### src/alu_pkg.sv
`default_nettype none
package alu_pkg;

	localparam int FLAG_Z = 3;
	localparam int FLAG_N = 2;
	localparam int FLAG_H = 1;
	localparam int FLAG_C = 0;

	localparam logic [7:0] DAA_LIMIT = 8'h99;
	localparam logic [7:0] DAA_HIGH = 8'h60;
	localparam logic [7:0] DAA_LOW = 8'h06;

	localparam logic [7:0] OP_RLCA = 8'h07;
	localparam logic [7:0] OP_RRCA = 8'h0F;
	localparam logic [7:0] OP_RLA = 8'h17;
	localparam logic [7:0] OP_RRA = 8'h1F;
	localparam logic [7:0] OP_DAA = 8'h27;
	localparam logic [7:0] OP_CPL = 8'h2F;
	localparam logic [7:0] OP_SCF = 8'h37;
	localparam logic [7:0] OP_CCF = 8'h3F;
	localparam logic [7:0] OP_ADDSP = 8'hE8;
	localparam logic [7:0] OP_LDHLSP = 8'hF8;

	// Operation classes decoded in the first stage.
	typedef enum logic [3:0] {
		K_PASS, K_ARITH, K_LOGIC, K_INC, K_DEC, K_ADDHL, K_ACCROT, K_DAA,
		K_CPL, K_SCF, K_CCF, K_ADDSP, K_CBSHIFT, K_BIT, K_RES, K_SET
	} kind_t;

	localparam logic [2:0] ALU_ADD = 3'd0;
	localparam logic [2:0] ALU_ADC = 3'd1;
	localparam logic [2:0] ALU_SUB = 3'd2;
	localparam logic [2:0] ALU_SBC = 3'd3;
	localparam logic [2:0] ALU_AND = 3'd4;
	localparam logic [2:0] ALU_XOR = 3'd5;
	localparam logic [2:0] ALU_OR = 3'd6;
	localparam logic [2:0] ALU_CP = 3'd7;

	typedef struct packed {
		logic [7:0] operation;
		logic prefixed;
		logic [7:0] operand_a;
		logic [7:0] operand_b;
		logic [15:0] wide_operand;
		logic [15:0] wide_addend;
		logic [3:0] flags_in;
	} alu_in_t;

	typedef struct packed {
		logic [7:0] byte_result;
		logic [15:0] wide_result;
		logic [3:0] flags_out;
		logic writes_back;
	} alu_out_t;

endpackage
`default_nettype wire

### src/cpu_alu_and_flags_top.sv
// Execute unit of an 8-bit handheld CPU: ALU, rotates/shifts, bit ops, DAA
// and the sixteen-bit adds, with flag generation.
// Input channel: drive the operation beat on "din" and raise start; it is
// taken at a rising edge where start is high and busy is low. busy is never
// raised, so one beat can be taken every clock.
// Output channel: each result beat shows on "dout" for exactly one cycle,
// marked by done. Each accepted beat passes the stage 1, 2 and 3 registers
// before done is raised; throughput is one beat per clock.
// Stage 1 decodes the opcode, stage 2 does the adds and shifts, stage 3
// forms the flags and selects the result.
// The receiver cannot stall; results are never held.
// Reset (arst_n low) clears the valid bits, so no beat in flight survives.
`default_nettype none
module cpu_alu_and_flags_top
	import alu_pkg::*;
(
	input wire logic clk,
	input wire logic arst_n,
	input wire logic start,
	output logic busy,
	input wire alu_in_t din,
	output logic done,
	output alu_out_t dout
);

	// Stage 1: decode.
	logic v_s1;
	alu_in_t in_s1;
	kind_t kind_s1;

	kind_t kind_d;
	always_comb begin
		logic [7:0] op;
		op = din.operation;
		kind_d = K_PASS;
		if (din.prefixed) begin
			if (op[7:6] == 2'b00) kind_d = K_CBSHIFT;
			else if (op[7:6] == 2'b01) kind_d = K_BIT;
			else if (op[7:6] == 2'b10) kind_d = K_RES;
			else kind_d = K_SET;
		end else if (op[7:6] == 2'b10 || (op[7:6] == 2'b11 && op[2:0] == 3'd6)) begin
			if (op[5:3] == ALU_AND || op[5:3] == ALU_XOR || op[5:3] == ALU_OR)
				kind_d = K_LOGIC;
			else
				kind_d = K_ARITH;
		end else if (op[7:6] == 2'b00 && op[2:0] == 3'd4) kind_d = K_INC;
		else if (op[7:6] == 2'b00 && op[2:0] == 3'd5) kind_d = K_DEC;
		else if (op[7:6] == 2'b00 && op[3:0] == 4'h9) kind_d = K_ADDHL;
		else if (op == OP_RLCA || op == OP_RRCA || op == OP_RLA || op == OP_RRA)
			kind_d = K_ACCROT;
		else if (op == OP_DAA) kind_d = K_DAA;
		else if (op == OP_CPL) kind_d = K_CPL;
		else if (op == OP_SCF) kind_d = K_SCF;
		else if (op == OP_CCF) kind_d = K_CCF;
		else if (op == OP_ADDSP || op == OP_LDHLSP) kind_d = K_ADDSP;
	end

	always_ff @(posedge clk or negedge arst_n) begin
		if (!arst_n) v_s1 <= 1'b0;
		else v_s1 <= start;
	end
	always_ff @(posedge clk) begin
		in_s1 <= din;
		kind_s1 <= kind_d;
	end

	// Stage 2: adders and shifter.
	logic v_s2;
	alu_in_t in_s2;
	kind_t kind_s2;
	logic [8:0] sum_s2;
	logic [4:0] nib_s2;
	logic [16:0] wsum_s2;
	logic [12:0] w12_s2;
	logic [7:0] sh_s2;
	logic shc_s2;

	logic [8:0] sum_d;
	logic [4:0] nib_d;
	logic [16:0] wsum_d;
	logic [12:0] w12_d;
	logic [7:0] sh_d;
	logic shc_d;
	always_comb begin
		logic [7:0] a, b;
		logic cin, cy;
		logic [2:0] sel;
		a = in_s1.operand_a;
		b = in_s1.operand_b;
		cin = in_s1.flags_in[FLAG_C];
		sel = in_s1.operation[5:3];
		cy = (sel == ALU_ADC || sel == ALU_SBC) ? cin : 1'b0;
		sum_d = '0;
		nib_d = '0;
		if (kind_s1 == K_INC) begin
			sum_d = {1'b0, a} + 9'd1;
		end else if (kind_s1 == K_DEC) begin
			sum_d = {1'b0, a} - 9'd1;
		end else if (sel == ALU_ADD || sel == ALU_ADC) begin
			sum_d = {1'b0, a} + {1'b0, b} + {8'd0, cy};
			nib_d = {1'b0, a[3:0]} + {1'b0, b[3:0]} + {4'd0, cy};
		end else begin
			// Borrow shows as bit 8 / bit 4 of the difference.
			sum_d = {1'b0, a} - {1'b0, b} - {8'd0, cy};
			nib_d = {1'b0, a[3:0]} - {1'b0, b[3:0]} - {4'd0, cy};
		end
		if (kind_s1 == K_ADDSP) begin
			wsum_d = {1'b0, in_s1.wide_operand} + {1'b0, {8{b[7]}}, b};
			w12_d = {9'd0, in_s1.wide_operand[3:0]} + {9'd0, b[3:0]};
		end else begin
			wsum_d = {1'b0, in_s1.wide_operand} + {1'b0, in_s1.wide_addend};
			w12_d = {1'b0, in_s1.wide_operand[11:0]} + {1'b0, in_s1.wide_addend[11:0]};
		end
		case (in_s1.operation[5:3])
			3'd0: begin shc_d = a[7]; sh_d = {a[6:0], a[7]}; end
			3'd1: begin shc_d = a[0]; sh_d = {a[0], a[7:1]}; end
			3'd2: begin shc_d = a[7]; sh_d = {a[6:0], cin}; end
			3'd3: begin shc_d = a[0]; sh_d = {cin, a[7:1]}; end
			3'd4: begin shc_d = a[7]; sh_d = {a[6:0], 1'b0}; end
			3'd5: begin shc_d = a[0]; sh_d = {a[7], a[7:1]}; end
			3'd6: begin shc_d = 1'b0; sh_d = {a[3:0], a[7:4]}; end
			default: begin shc_d = a[0]; sh_d = {1'b0, a[7:1]}; end
		endcase
	end

	always_ff @(posedge clk or negedge arst_n) begin
		if (!arst_n) v_s2 <= 1'b0;
		else v_s2 <= v_s1;
	end
	always_ff @(posedge clk) begin
		in_s2 <= in_s1;
		kind_s2 <= kind_s1;
		sum_s2 <= sum_d;
		nib_s2 <= nib_d;
		wsum_s2 <= wsum_d;
		w12_s2 <= w12_d;
		sh_s2 <= sh_d;
		shc_s2 <= shc_d;
	end

	// Stage 3: result select and flags.
	logic v_s3;
	alu_out_t out_s3;
	alu_out_t out_d;
	always_comb begin
		logic [7:0] a, b, r, m, da;
		logic [3:0] f;
		logic [2:0] sel;
		logic dc;
		a = in_s2.operand_a;
		b = in_s2.operand_b;
		f = in_s2.flags_in;
		sel = in_s2.operation[5:3];
		m = 8'd1 << sel;
		out_d.byte_result = a;
		out_d.wide_result = in_s2.wide_operand;
		out_d.flags_out = f;
		out_d.writes_back = 1'b1;
		r = 8'd0;
		da = 8'd0;
		dc = 1'b0;
		case (kind_s2)
			K_ARITH: begin
				r = sum_s2[7:0];
				out_d.flags_out = {r == 8'd0, sel[1], nib_s2[4], sum_s2[8]};
				if (sel == ALU_CP) out_d.writes_back = 1'b0;
				else out_d.byte_result = r;
			end
			K_LOGIC: begin
				if (sel == ALU_AND) r = a & b;
				else if (sel == ALU_XOR) r = a ^ b;
				else r = a | b;
				out_d.byte_result = r;
				out_d.flags_out = {r == 8'd0, 1'b0, sel == ALU_AND, 1'b0};
			end
			K_INC: begin
				out_d.byte_result = sum_s2[7:0];
				out_d.flags_out = {sum_s2[7:0] == 8'd0, 1'b0, a[3:0] == 4'hF, f[FLAG_C]};
			end
			K_DEC: begin
				out_d.byte_result = sum_s2[7:0];
				out_d.flags_out = {sum_s2[7:0] == 8'd0, 1'b1, a[3:0] == 4'h0, f[FLAG_C]};
			end
			K_ADDHL: begin
				out_d.wide_result = wsum_s2[15:0];
				out_d.flags_out = {f[FLAG_Z], 1'b0, w12_s2[12], wsum_s2[16]};
			end
			K_ADDSP: begin
				out_d.wide_result = wsum_s2[15:0];
				out_d.flags_out = {2'b00, w12_s2[4],
					({1'b0, in_s2.wide_operand[7:0]} + {1'b0, b}) > 9'h0FF};
			end
			K_ACCROT: begin
				if (in_s2.operation == OP_RLCA) r = {a[6:0], a[7]};
				else if (in_s2.operation == OP_RRCA) r = {a[0], a[7:1]};
				else if (in_s2.operation == OP_RLA) r = {a[6:0], f[FLAG_C]};
				else r = {f[FLAG_C], a[7:1]};
				out_d.byte_result = r;
				out_d.flags_out = {3'b000, in_s2.operation[3] ? a[0] : a[7]};
			end
			K_DAA: begin
				da = a;
				dc = f[FLAG_C];
				if (!f[FLAG_N]) begin
					if (f[FLAG_C] || a > DAA_LIMIT) begin
						da = da + DAA_HIGH;
						dc = 1'b1;
					end
					if (f[FLAG_H] || a[3:0] > 4'd9) da = da + DAA_LOW;
				end else begin
					if (f[FLAG_C]) da = da - DAA_HIGH;
					if (f[FLAG_H]) da = da - DAA_LOW;
				end
				out_d.byte_result = da;
				out_d.flags_out = {da == 8'd0, f[FLAG_N], 1'b0, dc};
			end
			K_CPL: begin
				out_d.byte_result = ~a;
				out_d.flags_out = {f[FLAG_Z], 2'b11, f[FLAG_C]};
			end
			K_SCF: out_d.flags_out = {f[FLAG_Z], 3'b001};
			K_CCF: out_d.flags_out = {f[FLAG_Z], 2'b00, ~f[FLAG_C]};
			K_CBSHIFT: begin
				out_d.byte_result = sh_s2;
				out_d.flags_out = {sh_s2 == 8'd0, 2'b00, shc_s2};
			end
			K_BIT: begin
				out_d.writes_back = 1'b0;
				out_d.flags_out = {(a & m) == 8'd0, 2'b01, f[FLAG_C]};
			end
			K_RES: out_d.byte_result = a & ~m;
			K_SET: out_d.byte_result = a | m;
			default: out_d.writes_back = 1'b0;
		endcase
	end

	always_ff @(posedge clk or negedge arst_n) begin
		if (!arst_n) v_s3 <= 1'b0;
		else v_s3 <= v_s2;
	end
	always_ff @(posedge clk) begin
		out_s3 <= out_d;
	end

	assign busy = 1'b0;
	assign done = v_s3;
	assign dout = out_s3;

endmodule
`default_nettype wire

### config.mk
export PLATFORM = sky130hd
export DESIGN_NAME = cpu_alu_and_flags_top
export DESIGN_NICKNAME = d
export VERILOG_FILES = /design/src/alu_pkg.sv /design/src/cpu_alu_and_flags_top.sv
export SDC_FILE = /design/constraint.sdc
export NUM_CORES = 1
export LEC_CHECK = 0
export CORE_MARGIN = 4
export CORE_UTILIZATION = 40
export DETAILED_ROUTE_END_ITERATION = 16
export DONT_BUFFER_PORTS = 1
export SLEW_MARGIN = 15
export SYNTH_ARGS = -nofsm -noshare
export SYNTH_HDL_FRONTEND = slang
export SYNTH_SLANG_ARGS = --single-unit
### constraint.sdc
create_clock -name clk -period 4.9 [get_ports clk]
set_clock_uncertainty 0.05 [all_clocks]
set_input_delay 0.245 -clock clk [delete_from_list [all_inputs] [get_ports clk]]
set_output_delay 0.245 -clock clk [all_outputs]
set_load 0.1 [all_outputs]
==> impl_metrics.tcl, run 1 <==
set metrics [dict create \
    setup_tns_ns 0 \
    critPathKind "reg2reg" \
    crit_fanout 21 \
    ys_types 89 \
    reg2reg_slack_ns 1.32 \
    syn_inst 1028 \
    cts_sinks 182 \
    vias 7777 \
    antenna_found_initial 0 \
    power_w 0.00404 \
    ys_seq_area_share_pct 38.5 \
    initial_core_util_pct 40.6 \
    wl_um 26100 \
    drive_above_1_share_pct 8.60 \
    die_w_um 162 \
    routedWlPerCell_um 18.6 \
    synth_xor_area_share_pct 3.22 \
    avgSynthCellArea_um2 9.25 \
    multi_input_area_um2 5370 \
    cts_buffer_depth 2 \
    first_pass_iters 5 \
    fill_cells 2252 \
    hold_ws_ns 0.0271 \
    maxCapViolCount 0 \
    grt-ovfl-total 0 \
    drc_errors 0 \
    critPathTopFamily "compound AO/OA/AOI/OAI gates" \
    ys.flop_type "dfxtp_1" \
    critPathBufInv 0 \
    cts_tree "done" \
    die_y_um 162 \
    synth_fp_nets 1178 \
    vdd_drop_max_v 0.000189 \
    grtUsageTotal_pct 19.7 \
    cellPowerDensity_nw_per_um2 369 \
    period_share_pct 73.0 \
    end_kind "flip-flop" \
    synth_edf_count 0 \
    rsz0062_at_grt "false" \
    postRouteAntennaNets 0 \
    finalMaxSlewViolations 0 \
    setup_viol 0 \
    htreeDepth 4 \
    clkTransAtPathRegs_ns 0.07 \
    synthSimpleGateAreaFrac_pct 15.6 \
    grt_pass1_vias 7414 \
    crit_slowest_cell "nand2_1" \
    synth-compound-area-share_pct 18.9 \
    cts_buffers 17 \
    ys_ff_latch 182 \
    relSlewSlack_pct 27.2 \
    hold_depth 2 \
    synthAdderAreaFrac_pct 11.8 \
    cp_common_cell "nand2_1" \
    place.gp.congestion 0.940 \
    grt_pass1_wl_um 41100 \
    timing.rr.end "wsum_s2[16]" \
    hold_path_class "in2reg" \
    startpoint_type "flip-flop" \
    hold_path_end "kind_s1[1]" \
    diodes 0 \
    via_per_inst 5.56 \
    ios 95 \
    hold_path.startpoint "din[52]" \
    ys_warn_count 0 \
    grt_max_degree 35 \
    arrival_ns 3.85 \
    tightest_slew_ns 1.06 \
    seqCellArea_um2 3660 \
    syn2layout_area_growth_pct 15.1 \
    reg2reg_depth 13 \
    hold_violations 0 \
    core.rowCount 56 \
    crit_path_cell_trace "nand2_1 -> nor2_1 -> nand2_1 -> nand2_1 -> o21ai_0 -> ha_1 -> fa_1 -> a21oi_1 -> nor2_1 -> o31a_1 -> o221ai_2 -> o21ai_2 -> a31o_1" \
    fmax_ghz 0.279 \
    muxShareOfSynthArea_pct 6.87 \
    dpl.hpwl_um 18900 \
    power_leakage_nw 4.60 \
    die-area_um2 26300 \
    fin_crit_ns 3.58 \
    cts-root-buf "clkbuf_16" \
    syn_area_um2 9510 \
    finalNetCount 1218 \
    rr_startpoint "kind_s1[0]" \
    drt_first_iter_violations 642 \
    insertion_delay_ns 0.44 \
    crit_path_max_incr_delay_ns 0.49 \
    coreArea_um2 23400 \
    portBuffers 0 \
    synth_top_family_by_area "compound AO/OA/AOI/OAI gates" \
    synthArstFlopShare_pct 1.65 \
    outcome "finished, final reports clean" \
    cp.required_ns 5.17 \
]
==> Yosys cell counts, drive strengths merged (11+ instances only) <==
cell type  instances  area share (%)
dfxtp            179              38
mux2i             36             3.8
a21o              14             1.1
o22ai             16             1.1
a31oi             14            0.92
a21oi             52             2.8
nor2              67             2.7
a211oi            11            0.87
nor3              22             1.2
o21a              12            0.95
buf               37             2.1
ha                80              11
nand3             20             1.1
nor2b             17             1.1
o211ai            11            0.92
mux2              22             2.6
inv               58             2.3
xnor2             26             2.4
clkbuf            16            0.63
nand2b            12            0.79
nand2             80             3.2
nor4              13             1.1
o21ai             60             3.2
==> how the worst max path moves through the flow <==
stage	startpoint	end	cells past startpoint
floorplan	kind_s1[1]	wsum_s2[16]	13
global placement	kind_s1[1]	wsum_s2[16]	13
detailed placement	kind_s1[1]	wsum_s2[16]	13
CTS	kind_s1[1]	wsum_s2[16]	13
global route	kind_s1[1]	wsum_s2[15]	12
finish	kind_s1[0]	wsum_s2[16]	13
==> metrics by stage <==
step | setup slack, ns | utilization (%) | instance area, um^2 | instances
finish | 1.32 | 46.8 | 10900 | 1400
global route | 0.950 | 46.8 | 10900 | 1400
CTS | 1.33 | 46.8 | 10900 | 1400
detailed placement | 1.38 | 41.5 | 9720 | 1304
global placement | 1.47 | 41.5 | 9720 | 1304
floorplan | 1.92 | - | 9510 | 1028
==> per-layer routing <==
layer  routed length (um)  GRT usage [%]
met1                11800           26.7
met2                12100           32.1
met5                    0              0
met4                  650           6.46
met3                 1560           3.50
==> sequential cells by signal, indices dropped and copies added, names as in the netlist <==
name and count:
kind_s2 4, sum_s2 9, done 1, sh_s2 8, w12_s2 2, dout 29, kind_s1 4, shc_s2 1
wsum_s2 17, v_s2 1, in_s2 44, nib_s2 1, v_s1 1, in_s1 60
==> kinds of logic (layout without fill, tap and decap cells) <==
logic type	count (synthesis)	after routing
buf+inv	112	165
flops	182	182
fa+ha+maj	86	86
mux	60	60
compound gates	265	265
xor+xnor	35	35
simple gates	287	287
other cells	1	1
==> cell usage in the layout (no fill, tap or decap), types with 20 or more instances in the layout <==
cell,n
ha_1,80
nor3_1,21
mux2i_1,36
xnor2_1,26
o21ai_0,57
dfxtp_1,179
inv_1,57
nor2_1,66
mux2_2,22
nand2_1,80
nand3_1,20
a21oi_1,51
dlygate4sd3_1,64
==> final cells by class <==
cell class	instances	share of cell area, %
Clock buffer	20	4.17
Clock inverter	12	1.17
Inverter	59	2.02
Multi-Input combinational cell	734	49.0
Sequential cell	182	33.4
Tap cell	319	3.65
Timing Repair Buffer	74	6.54
==> report_power, final <==
group	internal [W]	switching, W	leakage (nW)
clock	0.000706	0.000647	0.288
sequential	0.00163	0.000396	1.54
combinational	0.000302	0.000361	2.77
total	0.00264	0.00140	4.60
==> timing repair <==
| item | 4_1_cts | 5_1_grt |
|---|---|---|
| resized for setup | 0 | 0 |
| setup buffers | 0 | 0 |
| hold endpoints to repair | 68 | 0 |
| hold buffers | 64 | 0 |
(Power assumes the default switching activity.)
==> run 2: changes to the inputs <==
==> constraint.sdc (replaced) <==
create_clock -name clk -period 2.97 [get_ports clk]
set_clock_uncertainty 0.05 [all_clocks]
set_input_delay 0.1485 -clock clk [delete_from_list [all_inputs] [get_ports clk]]
set_output_delay 0.1485 -clock clk [all_outputs]
set_load 0.1 [all_outputs]
==> impl_metrics.tcl, run 2 (synthesized netlist as in run 1, its figures left out) <==
set metrics [dict create \
    setup_viol 0 \
    hold_violations 0 \
    core.rowCount 56 \
    via_per_inst 5.49 \
    routedWlPerCell_um 19.0 \
    die-area_um2 26300 \
    syn2layout_area_growth_pct 19.5 \
    coreArea_um2 23400 \
    arrival_ns 3.04 \
    top_register "in_s1" \
    ios 95 \
    p_int_w 0.00441 \
    power_leakage_nw 4.86 \
    layout_common_cells "dfxtp_1, nand2_1, ha_1, nor2_1, dlygate4sd3_1" \
    die_y_um 162 \
    postCtsSetupRepairBufs 0 \
    finalNetCount 1271 \
    finalMaxSlewViolations 0 \
    cts-root-buf "clkbuf_16" \
    drt_first_iter_violations 692 \
    pwr-share-clk_pct 32.9 \
    hold_depth 3 \
    power.switching_w 0.00235 \
    dp.cells 1356 \
    vdd_drop_max_v 0.000322 \
    p_seq_share_pct 49.0 \
    grt-ovfl-total 0 \
    largest_reg_flops 60 \
    fin_crit_ns 2.77 \
    clkTransAtPathRegs_ns 0.07 \
    sw_frac_of_total_pct 34.7 \
    tightest_slew_ns 0.968 \
    stdcell_area_um2 11400 \
    fill_cells 2225 \
    grt_max_degree 25 \
    cts_buffers 17 \
    fmax_ghz 0.361 \
    maxCapViolCount 0 \
    critPathKind "reg2reg" \
    antenna_found_initial 0 \
    crit_fanout 12 \
    reg2reg_depth 12 \
    pwr-share-comb_pct 18.1 \
    placed_cell_area_um2 10100 \
    final_cells 1453 \
    die_w_um 162 \
    cellPowerDensity_nw_per_um2 595 \
    setup_tns_ns 0 \
    final_common_cell "dfxtp_1" \
    insertion_delay_ns 0.43 \
    cts_buffer_depth 2 \
    rsz0062_at_grt "false" \
    dpl.hpwl_um 20600 \
    relSlewSlack_pct 35.4 \
    cp.required_ns 3.24 \
    hold_path_class "in2reg" \
    postRouteAntennaNets 0 \
    startpoint_type "flip-flop" \
    drive_above_1_share_pct 13.3 \
    grt_pass1_wl_um 43800 \
    post-route-util_pct 48.5 \
    diodes 0 \
    end_kind "flip-flop" \
    cts_tree "done" \
    vias 7984 \
    place.gp.congestion 0.992 \
    htreeDepth 4 \
    outcome "finished, final reports clean" \
    initial_core_util_pct 40.6 \
    period_share_pct 93.4 \
    portBuffers 0 \
    first_pass_iters 5 \
    cts_sinks 182 \
    wl_um 27600 \
    grt_pass1_vias 8018 \
    grtUsageTotal_pct 21.2 \
    drc_errors 0 \
]
[run 2: layout make-up]
cell class | count | area (um^2) | share of cell area [%]
Tap cell | 319 | 399 | 3.51
Timing Repair Buffer | 126 | 1110 | 9.74
Clock inverter | 13 | 130 | 1.15
Clock buffer | 19 | 453 | 3.99
Inverter | 59 | 221 | 1.95
Multi-Input combinational cell | 735 | 5390 | 47.4
Sequential cell | 182 | 3660 | 32.2
[run 2: path summary, 6_finish.rpt]
kind,end,from,slack [ns]
worst max-delay path,wsum_s2[16],kind_s1[0],0.20
worst min-delay path,kind_s1[2],din[55],0.04
worst max register to register,wsum_s2[16],kind_s1[0],0.20
worst min register to register,in_s2[1],in_s1[1],0.28
max in group asynchronous,done,arst_n,2.28
min in group asynchronous,v_s1,arst_n,0.45
[run 2: timing repair]
| action | in CTS | in global routing |
|---|---|---|
| hold endpoints to repair | 68 | 0 |
| hold buffers | 64 | 0 |
| gates resized for setup | 2 | 6 |
| cloned | 0 | 1 |
| endpoints found under the setup margin | 2 | 7 |
| pin swaps | 0 | 2 |
[run 2: per-stage QoR]
| stage | setup slack (ns) | hold WS (ns) | power, W |
|---|---|---|---|
| after global routing | 0.0131 | 0.0222 | 0.00708 |
| after detailed placement | 0.0211 | -0.197 | 0.00449 |
| final | 0.197 | 0.0417 | 0.00676 |
| after CTS | 0.0591 | 0.0394 | 0.00680 |
| after global placement | 0.0489 | -0.197 | 0.00448 |
| after floorplan | 0.0153 | -0.197 | 0.00410 |
[run 2: power groups by stage]
stage                     Clock [W]  Sequential [W]  Combinational (W)
after detailed placement          0         0.00337            0.00112
final                       0.00223         0.00331            0.00122
after floorplan                   0         0.00326           0.000834
after global routing        0.00239         0.00334            0.00135
after global placement            0         0.00336            0.00111
after CTS                   0.00228         0.00331            0.00120
[run 2: critical path, cell delays in order, from the launching register on]
cell,delay [ns]
dfxtp_1,0.33
nand2_1,0.08
nor2_2,0.14
nand2_2,0.12
buf_4,0.20
nand2_1,0.08
nand2_1,0.05
ha_1,0.22
or3_4,0.42
or4_1,0.43
o221ai_2,0.25
o21ai_2,0.09
a31o_1,0.21
[run 2: routing by layer]
metal / wire, um / global-route usage (%)
met3: 1490 / 3.53
met1: 12600 / 28.4
met4: 1090 / 9.96
met2: 12400 / 33.5
met5: 0 / 0
